[config.mk]
export PLATFORM = sky130hd
export DESIGN_NAME = ring_buffer_brace_frame_extractor_core
export DESIGN_NICKNAME = d
export VERILOG_FILES = /design/src/rtl/core/rbfe_pkg.sv /design/src/rtl/core/rbfe_store.sv /design/src/rtl/core/rbfe_out.sv /design/src/rtl/core/rbfe_ctrl.sv /design/src/rtl/core/ring_buffer_brace_frame_extractor_core.sv
export SDC_FILE = /design/constraint.sdc
export NUM_CORES = 1
export LEC_CHECK = 0
export ABC_CLOCK_PERIOD_IN_PS = 4000
export BUFFER_PORTS_ARGS = -buffer_cell sky130_fd_sc_hd__buf_4
export CAP_MARGIN = 40
export CORE_AREA = 2 2 215 217
export CTS_BUF_LIST = sky130_fd_sc_hd__clkbuf_16
export CTS_CLUSTER_DIAMETER = 40
export DETAILED_ROUTE_END_ITERATION = 8
export DIE_AREA = 0 0 217 219
export GPL_TIMING_DRIVEN = 1
export PLACE_DENSITY = 0.79
export SYNTH_ARGS = -nofsm -noshare
export SYNTH_HDL_FRONTEND = slang
export SYNTH_SLANG_ARGS = --single-unit
[constraint.sdc]
create_clock -name i_clk -period 4 [get_ports i_clk]
set_clock_uncertainty 0.05 [all_clocks]
set_input_delay 1.2 -clock i_clk [delete_from_list [all_inputs] [get_ports i_clk]]
set_output_delay 1.2 -clock i_clk [all_outputs]
set_load 0.02 [all_outputs]
[src/rtl/core/rbfe_pkg.sv]
// Shared types and constants for the brace frame extractor core.
// No dependencies; imported by every module of the core.
`default_nettype none

package rbfe_pkg;

    localparam int BYTE_W = 8;

    // Item kinds on the input channel.
    localparam logic [1:0] KIND_RX    = 2'd0;
    localparam logic [1:0] KIND_READ  = 2'd1;
    localparam logic [1:0] KIND_DRAIN = 2'd2;

    // Configuration register indexes.
    localparam logic CFG_OPEN  = 1'b0;
    localparam logic CFG_CLOSE = 1'b1;

    localparam logic [BYTE_W-1:0] OPEN_RESET  = 8'd123;
    localparam logic [BYTE_W-1:0] CLOSE_RESET = 8'd125;

    typedef enum logic [2:0] {
        ST_IDLE,
        ST_SKIP,
        ST_SCAN,
        ST_EMIT,
        ST_EMPTY
    } t_state;

    // One result handed from the sequencer to the output register.
    typedef struct packed {
        logic              load;
        logic [BYTE_W-1:0] data;
        logic              last;
        logic              empty;
    } t_out_load;

endpackage

`default_nettype wire

[src/rtl/core/rbfe_store.sv]
// Byte store of the ring buffer: one write port, one read port with a
// registered read. Depends on rbfe_pkg.
`default_nettype none

module rbfe_store
    import rbfe_pkg::*;
#(
    parameter int DEPTH = 64,
    parameter int AW    = 6
) (
    input  wire logic              i_clk,
    input  wire logic              i_we,
    input  wire logic [AW-1:0]     i_waddr,
    input  wire logic [BYTE_W-1:0] i_wdata,
    input  wire logic [AW-1:0]     i_raddr,
    output logic      [BYTE_W-1:0] o_rdata
);

    logic [BYTE_W-1:0] r_mem [DEPTH];
    logic [BYTE_W-1:0] r_rdata;

    always_ff @(posedge i_clk) begin
        if (i_we) begin
            r_mem[i_waddr] <= i_wdata;
        end
    end

    always_ff @(posedge i_clk) begin
        r_rdata <= r_mem[i_raddr];
    end

    assign o_rdata = r_rdata;

endmodule

`default_nettype wire

[src/rtl/core/rbfe_out.sv]
// Output register of the frame extractor: holds one result until the
// receiver takes it. Depends on rbfe_pkg.
`default_nettype none

module rbfe_out
    import rbfe_pkg::*;
(
    input  wire logic              i_clk,
    input  wire logic              i_rst_n,
    input  wire t_out_load         i_load,
    output logic                   o_free,
    output logic                   o_out_valid,
    input  wire logic              i_out_stall,
    output logic      [BYTE_W-1:0] o_out_byte,
    output logic                   o_out_last,
    output logic                   o_out_empty_res
);

    logic              r_valid;
    logic [BYTE_W-1:0] r_byte;
    logic              r_last;
    logic              r_empty;

    assign o_free = !r_valid || !i_out_stall;

    always_ff @(posedge i_clk) begin
        if (!i_rst_n) begin
            r_valid <= 1'b0;
        end else if (i_load.load) begin
            r_valid <= 1'b1;
        end else if (!i_out_stall) begin
            r_valid <= 1'b0;
        end
    end

    always_ff @(posedge i_clk) begin
        if (i_load.load) begin
            r_byte  <= i_load.data;
            r_last  <= i_load.last;
            r_empty <= i_load.empty;
        end
    end

    assign o_out_valid     = r_valid;
    assign o_out_byte      = r_byte;
    assign o_out_last      = r_last;
    assign o_out_empty_res = r_empty;

endmodule

`default_nettype wire

[src/rtl/core/rbfe_ctrl.sv]
// Sequencer of the frame extractor: pointers, remembered frame start,
// delimiter registers and the read walk over the byte store.
// Depends on rbfe_pkg; drives rbfe_store and rbfe_out.
`default_nettype none

module rbfe_ctrl
    import rbfe_pkg::*;
#(
    parameter int DEPTH = 64,
    parameter int AW    = 6
) (
    input  wire logic              i_clk,
    input  wire logic              i_rst_n,
    input  wire logic              i_in_valid,
    output logic                   o_in_stall,
    input  wire logic [1:0]        i_kind,
    input  wire logic [BYTE_W-1:0] i_rx_byte,
    input  wire logic              i_cfg_we,
    input  wire logic              i_cfg_index,
    input  wire logic [BYTE_W-1:0] i_cfg_data,
    output logic                   o_we,
    output logic      [AW-1:0]     o_waddr,
    output logic      [BYTE_W-1:0] o_wdata,
    output logic      [AW-1:0]     o_raddr,
    input  wire logic [BYTE_W-1:0] i_rdata,
    input  wire logic              i_out_free,
    output t_out_load              o_load
);

    localparam logic [AW-1:0] LAST_POS = AW'(DEPTH - 1);

    t_state            r_state, n_state;
    logic [AW-1:0]     r_wp, n_wp;
    logic [AW-1:0]     r_rp, n_rp;
    logic [AW-1:0]     r_sp, n_sp;
    logic [AW-1:0]     r_stop, n_stop;
    logic              r_sf, n_sf;
    logic [BYTE_W-1:0] r_open;
    logic [BYTE_W-1:0] r_close;

    logic          accept;
    logic [AW-1:0] wp_nx, rp_nx, sp_nx;
    logic          open_hit, close_hit;

    function automatic logic [AW-1:0] next_pos(input logic [AW-1:0] p);
        return (p == LAST_POS) ? '0 : p + AW'(1);
    endfunction

    assign accept     = i_in_valid && (r_state == ST_IDLE);
    assign o_in_stall = (r_state != ST_IDLE);
    assign wp_nx      = next_pos(r_wp);
    assign rp_nx      = next_pos(r_rp);
    assign sp_nx      = next_pos(r_sp);
    assign open_hit   = (i_rdata == r_open);
    assign close_hit  = (i_rdata == r_close);

    always_comb begin
        n_state = r_state;
        unique case (r_state)
            ST_IDLE: begin
                if (accept) begin
                    priority if (i_kind == KIND_DRAIN) begin
                        n_state = (r_rp == r_wp) ? ST_EMPTY : ST_EMIT;
                    end else if (i_kind == KIND_READ && !r_sf) begin
                        n_state = (r_rp == r_wp) ? ST_EMPTY : ST_SKIP;
                    end else if (i_kind == KIND_READ) begin
                        n_state = (r_sp == r_wp) ? ST_EMPTY : ST_SCAN;
                    end else begin
                        n_state = ST_IDLE;
                    end
                end
            end
            ST_SKIP: begin
                if (open_hit) begin
                    n_state = ST_SCAN;
                end else if (rp_nx == r_wp) begin
                    n_state = ST_EMPTY;
                end
            end
            ST_SCAN: begin
                if (close_hit) begin
                    n_state = (r_rp == sp_nx) ? ST_EMPTY : ST_EMIT;
                end else if (sp_nx == r_wp) begin
                    n_state = ST_EMPTY;
                end
            end
            ST_EMIT: begin
                if (i_out_free && rp_nx == r_stop) begin
                    n_state = ST_IDLE;
                end
            end
            ST_EMPTY: begin
                if (i_out_free) begin
                    n_state = ST_IDLE;
                end
            end
            default: n_state = ST_IDLE;
        endcase
    end

    // The read address always points at the byte needed in the next cycle,
    // so the walk advances one entry per cycle unless an emit is stalled.
    always_comb begin
        n_wp    = r_wp;
        n_rp    = r_rp;
        n_sp    = r_sp;
        n_sf    = r_sf;
        n_stop  = r_stop;
        o_we    = 1'b0;
        o_waddr = r_wp;
        o_wdata = i_rx_byte;
        o_raddr = r_rp;
        o_load  = '0;
        unique case (r_state)
            ST_IDLE: begin
                o_raddr = (i_kind == KIND_READ && r_sf) ? r_sp : r_rp;
                if (accept && i_kind == KIND_RX) begin
                    o_we = 1'b1;
                    n_wp = wp_nx;
                    if (wp_nx == r_rp) begin
                        n_rp = rp_nx;
                    end
                    if (wp_nx == r_sp) begin
                        n_sp = sp_nx;
                    end
                end else if (accept && i_kind == KIND_DRAIN) begin
                    n_sf   = 1'b0;
                    n_stop = r_wp;
                end
            end
            ST_SKIP: begin
                if (open_hit) begin
                    n_sf    = 1'b1;
                    n_sp    = r_rp;
                    o_raddr = r_rp;
                end else begin
                    n_rp    = rp_nx;
                    o_raddr = rp_nx;
                end
            end
            ST_SCAN: begin
                n_sp = sp_nx;
                if (close_hit) begin
                    n_sf    = 1'b0;
                    n_stop  = sp_nx;
                    o_raddr = r_rp;
                end else begin
                    o_raddr = sp_nx;
                end
            end
            ST_EMIT: begin
                if (i_out_free) begin
                    o_load.load = 1'b1;
                    o_load.data = i_rdata;
                    o_load.last = (rp_nx == r_stop);
                    n_rp        = rp_nx;
                    o_raddr     = rp_nx;
                end
            end
            ST_EMPTY: begin
                if (i_out_free) begin
                    o_load.load  = 1'b1;
                    o_load.last  = 1'b1;
                    o_load.empty = 1'b1;
                end
            end
            default: begin
                o_load = '0;
            end
        endcase
    end

    always_ff @(posedge i_clk) begin
        if (!i_rst_n) begin
            r_state <= ST_IDLE;
            r_wp    <= '0;
            r_rp    <= '0;
            r_sp    <= '0;
            r_sf    <= 1'b0;
        end else begin
            r_state <= n_state;
            r_wp    <= n_wp;
            r_rp    <= n_rp;
            r_sp    <= n_sp;
            r_sf    <= n_sf;
        end
    end

    always_ff @(posedge i_clk) begin
        r_stop <= n_stop;
    end

    always_ff @(posedge i_clk) begin
        if (!i_rst_n) begin
            r_open  <= OPEN_RESET;
            r_close <= CLOSE_RESET;
        end else if (i_cfg_we) begin
            unique case (i_cfg_index)
                CFG_OPEN:  r_open  <= i_cfg_data;
                CFG_CLOSE: r_close <= i_cfg_data;
                default:   r_open  <= r_open;
            endcase
        end
    end

endmodule

`default_nettype wire

[src/rtl/core/ring_buffer_brace_frame_extractor_core.sv]
// Receive ring buffer that hands out frames delimited by an open and a close
// byte. Input channel (i_in_valid / o_in_stall) carries a kind and a byte:
// receive stores the byte, read returns the next complete frame, drain
// returns every unread byte. Output channel (o_out_valid / i_out_stall)
// carries one byte per transaction; the final byte of a read or drain has
// o_out_last set. A read or drain with nothing to give returns a single
// transaction with o_out_empty_res and o_out_last set and a zero byte.
// A receive is written straight into the store and the next item is taken at once.
// A read walks the byte store through its single read port: it accepts the
// item, skips the bytes before the open delimiter and then takes the open byte
// when no start is remembered, scans the bytes up to and including the close
// delimiter, then emits each byte of the frame, or gives an empty answer. A
// drain accepts the item and emits each unread byte, or gives an empty answer
// when nothing is unread.
// The input stalls while a read or drain is in progress; a stalled receiver
// freezes the emit walk but the last result sits in an output register, so
// the next item is taken while it waits. Synchronous reset empties the
// buffer, forgets any frame start and restores the default delimiters; the
// byte store itself is not cleared.
// Depends on rbfe_pkg, rbfe_ctrl, rbfe_store and rbfe_out.
`default_nettype none

module ring_buffer_brace_frame_extractor_core
    import rbfe_pkg::*;
#(
    parameter int DEPTH = 64
) (
    input  wire logic              i_clk,
    input  wire logic              i_rst_n,
    input  wire logic              i_in_valid,
    output logic                   o_in_stall,
    input  wire logic [1:0]        i_kind,
    input  wire logic [BYTE_W-1:0] i_rx_byte,
    output logic                   o_out_valid,
    input  wire logic              i_out_stall,
    output logic      [BYTE_W-1:0] o_out_byte,
    output logic                   o_out_last,
    output logic                   o_out_empty_res,
    input  wire logic              i_cfg_we,
    input  wire logic              i_cfg_index,
    input  wire logic [BYTE_W-1:0] i_cfg_data
);

    localparam int AW = $clog2(DEPTH);

    logic              we;
    logic [AW-1:0]     waddr;
    logic [BYTE_W-1:0] wdata;
    logic [AW-1:0]     raddr;
    logic [BYTE_W-1:0] rdata;
    logic              out_free;
    t_out_load         out_load;

    rbfe_ctrl #(
        .DEPTH (DEPTH),
        .AW    (AW)
    ) u_ctrl (
        .i_clk       (i_clk),
        .i_rst_n     (i_rst_n),
        .i_in_valid  (i_in_valid),
        .o_in_stall  (o_in_stall),
        .i_kind      (i_kind),
        .i_rx_byte   (i_rx_byte),
        .i_cfg_we    (i_cfg_we),
        .i_cfg_index (i_cfg_index),
        .i_cfg_data  (i_cfg_data),
        .o_we        (we),
        .o_waddr     (waddr),
        .o_wdata     (wdata),
        .o_raddr     (raddr),
        .i_rdata     (rdata),
        .i_out_free  (out_free),
        .o_load      (out_load)
    );

    rbfe_store #(
        .DEPTH (DEPTH),
        .AW    (AW)
    ) u_store (
        .i_clk   (i_clk),
        .i_we    (we),
        .i_waddr (waddr),
        .i_wdata (wdata),
        .i_raddr (raddr),
        .o_rdata (rdata)
    );

    rbfe_out u_out (
        .i_clk           (i_clk),
        .i_rst_n         (i_rst_n),
        .i_load          (out_load),
        .o_free          (out_free),
        .o_out_valid     (o_out_valid),
        .i_out_stall     (i_out_stall),
        .o_out_byte      (o_out_byte),
        .o_out_last      (o_out_last),
        .o_out_empty_res (o_out_empty_res)
    );

endmodule

`default_nettype wire

==> Yosys cells after proc, flatten, opt, wreduce, memory -nomap -nowiden <==
Memories as Yosys holds them, arrays and structs flattened. A register that Yosys moved wholly into a read port is not among the register bits.
Cells that the tools add are included.
Widths: inputs -> output; s select.
{ "op_classes": {"add_sub_neg": 3, "eq_ne": 32, "muxes": 50, "n_bitwise": 1, "reduce_logical": 25} }
{ "ops": {"columns": ["operator", "n"], "rows": [
  ["$mux 6", 15],
  ["$eq 6x6->1", 8],
  ["$mux 3", 14],
  ["$pmux 6 s3", 2],
  ["$pmux 6 s4", 1],
  ["$add 6x1->6 const B", 3],
  ["$eq 6x6->1 const B", 3],
  ["$eq 8x8->1", 2],
  ["$pmux 3 s5", 1],
  ["$ne 2x1->1 const B", 6],
  ["$pmux 6 s2", 1],
  ["$mux 1", 11],
  ["$mux 10", 1],
  ["$ne 2x2->1 const B", 5],
  ["$reduce_and 5->1", 2],
  ["$reduce_bool 3->1", 3],
  ["$reduce_and 2->1", 4],
  ["$reduce_and 4->1", 2],
  ["$eq 3x2->1 const B", 2],
  ["$logic_and 1x1->1", 6],
  ["$ne 3x1->1 const B", 2],
  ["$pmux 1 s2", 2],
  ["$eq 3x1->1 const B", 1],
  ["$eq 3x3->1 const B", 1],
  ["other kinds (11)", 13]
]} }
{ "word_totals": {"regBits": 55, "ramBits": 512, "input_bits": 24, "out_inout_bits": 12, "elab_cells": 124, "memories": 1} }
{ "mem_list": {"columns": ["name", "words", "word_bits", "rd", "rd_ports_with_merged_regs", "write_ports", "line_no", "source"], "rows": [
  ["u_store.r_mem", 64, 8, 1, 1, 1, "rbfe_store.sv:19", "logic [BYTE_W-1:0] r_mem [DEPTH];"]
]} }

==> Longest topological paths before layout <==
{ "depth": {"depth_word": 7, "mapped_depth": 16, "mapped_depth_nobuf": 12} }

==> Cells and area by module <==
From an unflattened synthesis, not the netlist that was laid out.
{ "hier_totals": {"hier_cells": 1478, "area_unflattened_um2": 24378.4} }
{ "modules_own_cells": {"columns": ["mod", "n_inst", "cells_each", "area_per_inst_um2"], "rows": [
  ["rbfe_store", 1, 940, 20166.8],
  ["rbfe_ctrl", 1, 524, 3876.2],
  ["rbfe_out", 1, 14, 335.3]
]} }

==> Least setup slack after synthesis <==
OpenSTA, ideal clock, no wires.
{ "synth_timing": {"kind": "in2reg", "startpoint": "input i_kind[1]", "endpoint": "register u_store.r_rdata[0] (netlist: u_store.o_rdata[0]), read port of u_store.r_mem", "setup_ps": 122, "arrival_time_ps": 3387, "required_time_ps": 3828, "path_slack_ps": 441, "cell_stages": 10, "cell_sequence": "nand3b_1 -> a32o_1 -> o31a_1 -> a311o_1 -> buf_6 -> and2_1 -> buf_2 -> a221oi_1 -> o22ai_1 -> a221o_1"} }
{ "synth_between": {"elab_chain_len": 4} }
{ "synth_lines": {"columns": ["item", "line_no", "source"], "rows": [
  ["start: declaration", "ring_buffer_brace_frame_extractor_core.sv:32", "input wire logic [1:0] i_kind,"],
  ["$eq 2x1->1", "rbfe_ctrl.sv:116", "o_raddr = (i_kind == KIND_READ && r_sf) ? r_sp : r_rp;"],
  ["$logic_and 1x1->1", "rbfe_ctrl.sv:116", null],
  ["$mux 6", "rbfe_ctrl.sv:116", null],
  ["$pmux 6 s4", "rbfe_ctrl.sv:114", "unique case (r_state)"],
  ["end: declaration", "rbfe_store.sv:20", "logic [BYTE_W-1:0] r_rdata;"]
]} }
Every way passes these cells.
A chain may end at the register's enable or synchronous reset.

==> Final worst setup path <==
{ "layout_timing": {"startpoint": "register u_ctrl.r_sp[0]", "endpoint": "register u_store.r_rdata[2] (netlist: u_store.o_rdata[2]), read port of u_store.r_mem"} }
{ "layout_between": {"elab_chain_len": 4, "word_cells_on_any_way": 6} }
{ "layout_lines": {"columns": ["item", "line_no", "source"], "rows": [
  ["start: declaration", "rbfe_ctrl.sv:35", "logic [AW-1:0] r_sp, n_sp;"],
  ["start signal: assignment", "rbfe_ctrl.sv:184", "r_sp <= n_sp;"],
  ["$add 6x1->6 or $eq 6x6->1 (tied branches)", "rbfe_ctrl.sv:46", "return (p == LAST_POS) ? '0 : p + AW'(1);"],
  ["$mux 6", "rbfe_ctrl.sv:46", null],
  ["$mux 6", "rbfe_ctrl.sv:143", "if (close_hit) begin"],
  ["$pmux 6 s4 (*)", "rbfe_ctrl.sv:114", null]
]} }
Every way passes the cells marked *; elsewhere a longest branch is shown, timed or not.

==> summary.md <==
| Metric | Value |
|---|---|
| Status | completed |
| Leading area contributor after synthesis | edfxtp_1 |
| Number of synthesis warnings | 0 |
| Top Ports | 36 |
| Power per cell area | 699 mW/mm^2 |
| Antenna viol nets, final | 0 |
| Core Area | 0.0451 mm^2 |
| Top FF cell, synth | edfxtp_1 |
| Clk root buf | clkbuf_16 |
| Clock Path Buffers | 3 |
| WS Path Type | reg2reg |
| Period utilization | between 90% and 100% |
| H-tree Lvls | 3 |
| Worst Path Max Fanout | 35 |
| Post-DP HPWL | approximately 42000 um |
| Final Max Slew Viols | 0 |
| CP arrival | approximately 4.4 ns |
| Mapped Area | 0.0245 mm^2 |
| Area Overhead vs Synth | 20.8% |
| Total power | between 0.02 and 0.025 W |
| Placed Cells incl. Taps | ~2800 |
| Overall global routing resource usage | around 29% |
| Number of enable flip-flop cells after synthesis | 528 |
| Hold WC Path Type | reg2reg |
| Chip Width | 217 um |
| Hold buffer count at CTS | 0 |
| Layout fillers | 3088 |
| Non-filler cells, final | just under 3000 |
| TritonCTS Buffers | between 70 and 80 |
| Initial core utilization | about 54% |
| 1st-iter DRT viols | 2435 |
| Synth cell types | between 50 and 60 |
| Fin worst setup slack | approximately 0.094 ns |
| Chip Height | between 200 and 250 um |
| WL per Instance | about 23 um |
| PortBufs | 35 |
| Clock slew at reported path FFs | around 0.060 ns |
| Via count | around 18000 |
| Sequential area share after synthesis | about two thirds |
| Std-Cell Rows | ~80 |
| CTS tree | built |
| DR pass1 iterations | 6 |
| Setup Viol. Count Final | 0 |
| Max-cap violations | 0 |
| Area share of the largest cell type after synthesis | between 60 and 70% |
| Fin crit period | between 3 and 4 ns |
| Hold violation count in the final report | 0 |
| Lkg Pwr | 10.8 nW |
| Syn avg cell area | between 10 and 15 um^2 |
| Count leader, synth | edfxtp_1 |
| Vias per cell | roughly 6.2 |
| Peak Freq | 256 MHz |
| Ranking of synthesized cells by area | edfxtp_1 (65%), nand2_1 (7.9%), nand3_1 (4.1%), dfxtp_1 (3.8%), mux2i_1 (2.2%) |
| Seq cells post-synth | 575 |
| Asr flop ratio synth | 0% |
| # clock sinks | around 580 |
| Setup WS pre-CTS | -0.384 ns |
| Peak supply drop | 584 uV |
| Syn Nets | about 2100 |
| Startpoint Class | register |
| Layout cell share with drive strength beyond 1 | approximately 18% |
| Final Wtd Congestion | ~0.96 |
| Largest net degree at the start of global routing | 65 |
| Total wire length | ~67000 um |
| Crit end category | register |
| CP required | approximately 4.5 ns |
| Cells after Synth | 2037 |
| GRT overflow | 0 |
| DIE AREA | roughly 0.048 mm^2 |
| Antenna violations before repair | 0 |
| First-pass GRT wire length | 103000 um |
| Synth top cells by count | edfxtp_1 (528), nand2_1 (518), nand3_1 (200), nor2_1 (118), buf_2 (63) |
| # DRC | 0 |
| Clock Latency Late Sink | 0.62 ns |
| Vias in the first global route | 17839 |
| Max-slew headroom | a little over two fifths |
| Fin util | 65.6% |
| Total Nets Final | 2260 |
| Tightest Pin Transition | around 0.86 ns |
report_power, final:
group	switching, W	internal (W)
sequential	0.000165	0.00671
combinational	0.00405	0.00264
clock	0.00273	0.00441
path summary, 6_finish.rpt:
path / end / from / depth (start not counted) / slack [ns]
worst max register to register: u_store.o_rdata[2]$_DFF_P_ / u_ctrl.r_sp[0]$_SDFFE_PN0P_ / 12 / 0.09
worst min register to register: u_ctrl.r_close[7]$_SDFFE_PN0P_ / u_ctrl.r_close[7]$_SDFFE_PN0P_ / 2 / 0.43
worst min-delay path: u_ctrl.r_close[7]$_SDFFE_PN0P_ / u_ctrl.r_close[7]$_SDFFE_PN0P_ / 2 / 0.43
worst max-delay path: u_store.o_rdata[2]$_DFF_P_ / u_ctrl.r_sp[0]$_SDFFE_PN0P_ / 12 / 0.09
registers in the layout, summed over array words and instances (netlist names), 8 cells and up:
register	count
u_ctrl.r_close	8
u_store.r_mem	512
u_ctrl.r_open	8
u_store.o_rdata	8
u_out.o_out_byte	8
cell families (layout without fill, tap and decap cells):
logic type                 Yosys count  count (layout)  share of synthesized area (%)
other                                0               1                              0
muxes                               53              53                           2.17
xor gates and xnor gates            73              73                           2.61
DFF                                575             575                           68.6
AOI/OAI and AO/OA                  206             206                           6.08
buffers and inverters              144             402                           2.73
adders and majority gates            3               3                          0.153
and+or+nand+nor                    983             983                           17.7
metal layers:
metal / global-route usage, % / up-vias / share of wire, %
met2: 46.2 / 1180 / 47
met1: 37.1 / 8637 / 38
met4: 14.0 / 0 / 4.6
met5: 0 / - / 0
li1: - / 7825 / -
met3: 6.24 / 216 / 10
area by class of cell:
class | instances | area [um^2] | share of cell area [%]
diodes | 1 | 2.50 | 0.00846
clock buffers | 78 | 1950 | 6.60
clock inverters | 62 | 762 | 2.58
inverters | 7 | 26.3 | 0.0888
multi-input cells | 1318 | 7080 | 23.9
flip-flops and latches | 575 | 16800 | 56.8
well taps | 600 | 751 | 2.54
repair buffers | 255 | 2220 | 7.49
layout by cell type, fill, tap and decap left out, types with 10 or more instances in the layout:
cell	instances
dfxtp_1	43
a31oi_1	49
clkbuf_16	78
nor2_1	117
bufinv_16	12
nor3_1	17
mux2i_1	53
nand2_1	518
o21ai_0	18
a21oi_1	32
nand3_1	200
inv_1	15
buf_4	229
edfxtp_1	528
a32oi_1	16
nand4_1	14
xnor2_1	40
buf_12	24
inv_6	10
and2_1	15
and3_1	50
a32o_1	15
o22ai_1	12
xor2_1	33
timing repair:
| action | CTS | global route |
|---|---|---|
| setup buffers | 0 | 2 |
| endpoints found under the setup margin | 1 | 8 |
| gates resized for setup | 1 | 7 |
| endpoints found under the hold margin | 0 | 0 |
| pin swaps | 0 | 1 |
critical path: stages (launching register included):
cell and delay (ns):
dfxtp_1 0.54, ha_1 0.29, nand3_1 0.27, nor2_1 0.21
nor3_1 0.06, a22oi_1 0.31, and3_4 0.30, buf_12 0.21
buf_4 0.25, a31oi_1 0.19, a221oi_1 0.54, o22ai_1 0.21
a221o_1 0.30
stage by stage:
step                hold WS, ns  setup TNS, ns  area (um^2)
CTS                       0.424              0        29600
floorplan                 0.398              0        24500
global route              0.450      -0.000681        29600
global placement          0.404          -2.02        26800
finish                    0.426              0        29600
detailed placement        0.417          -2.48        26800
(Power assumes the default switching activity.)
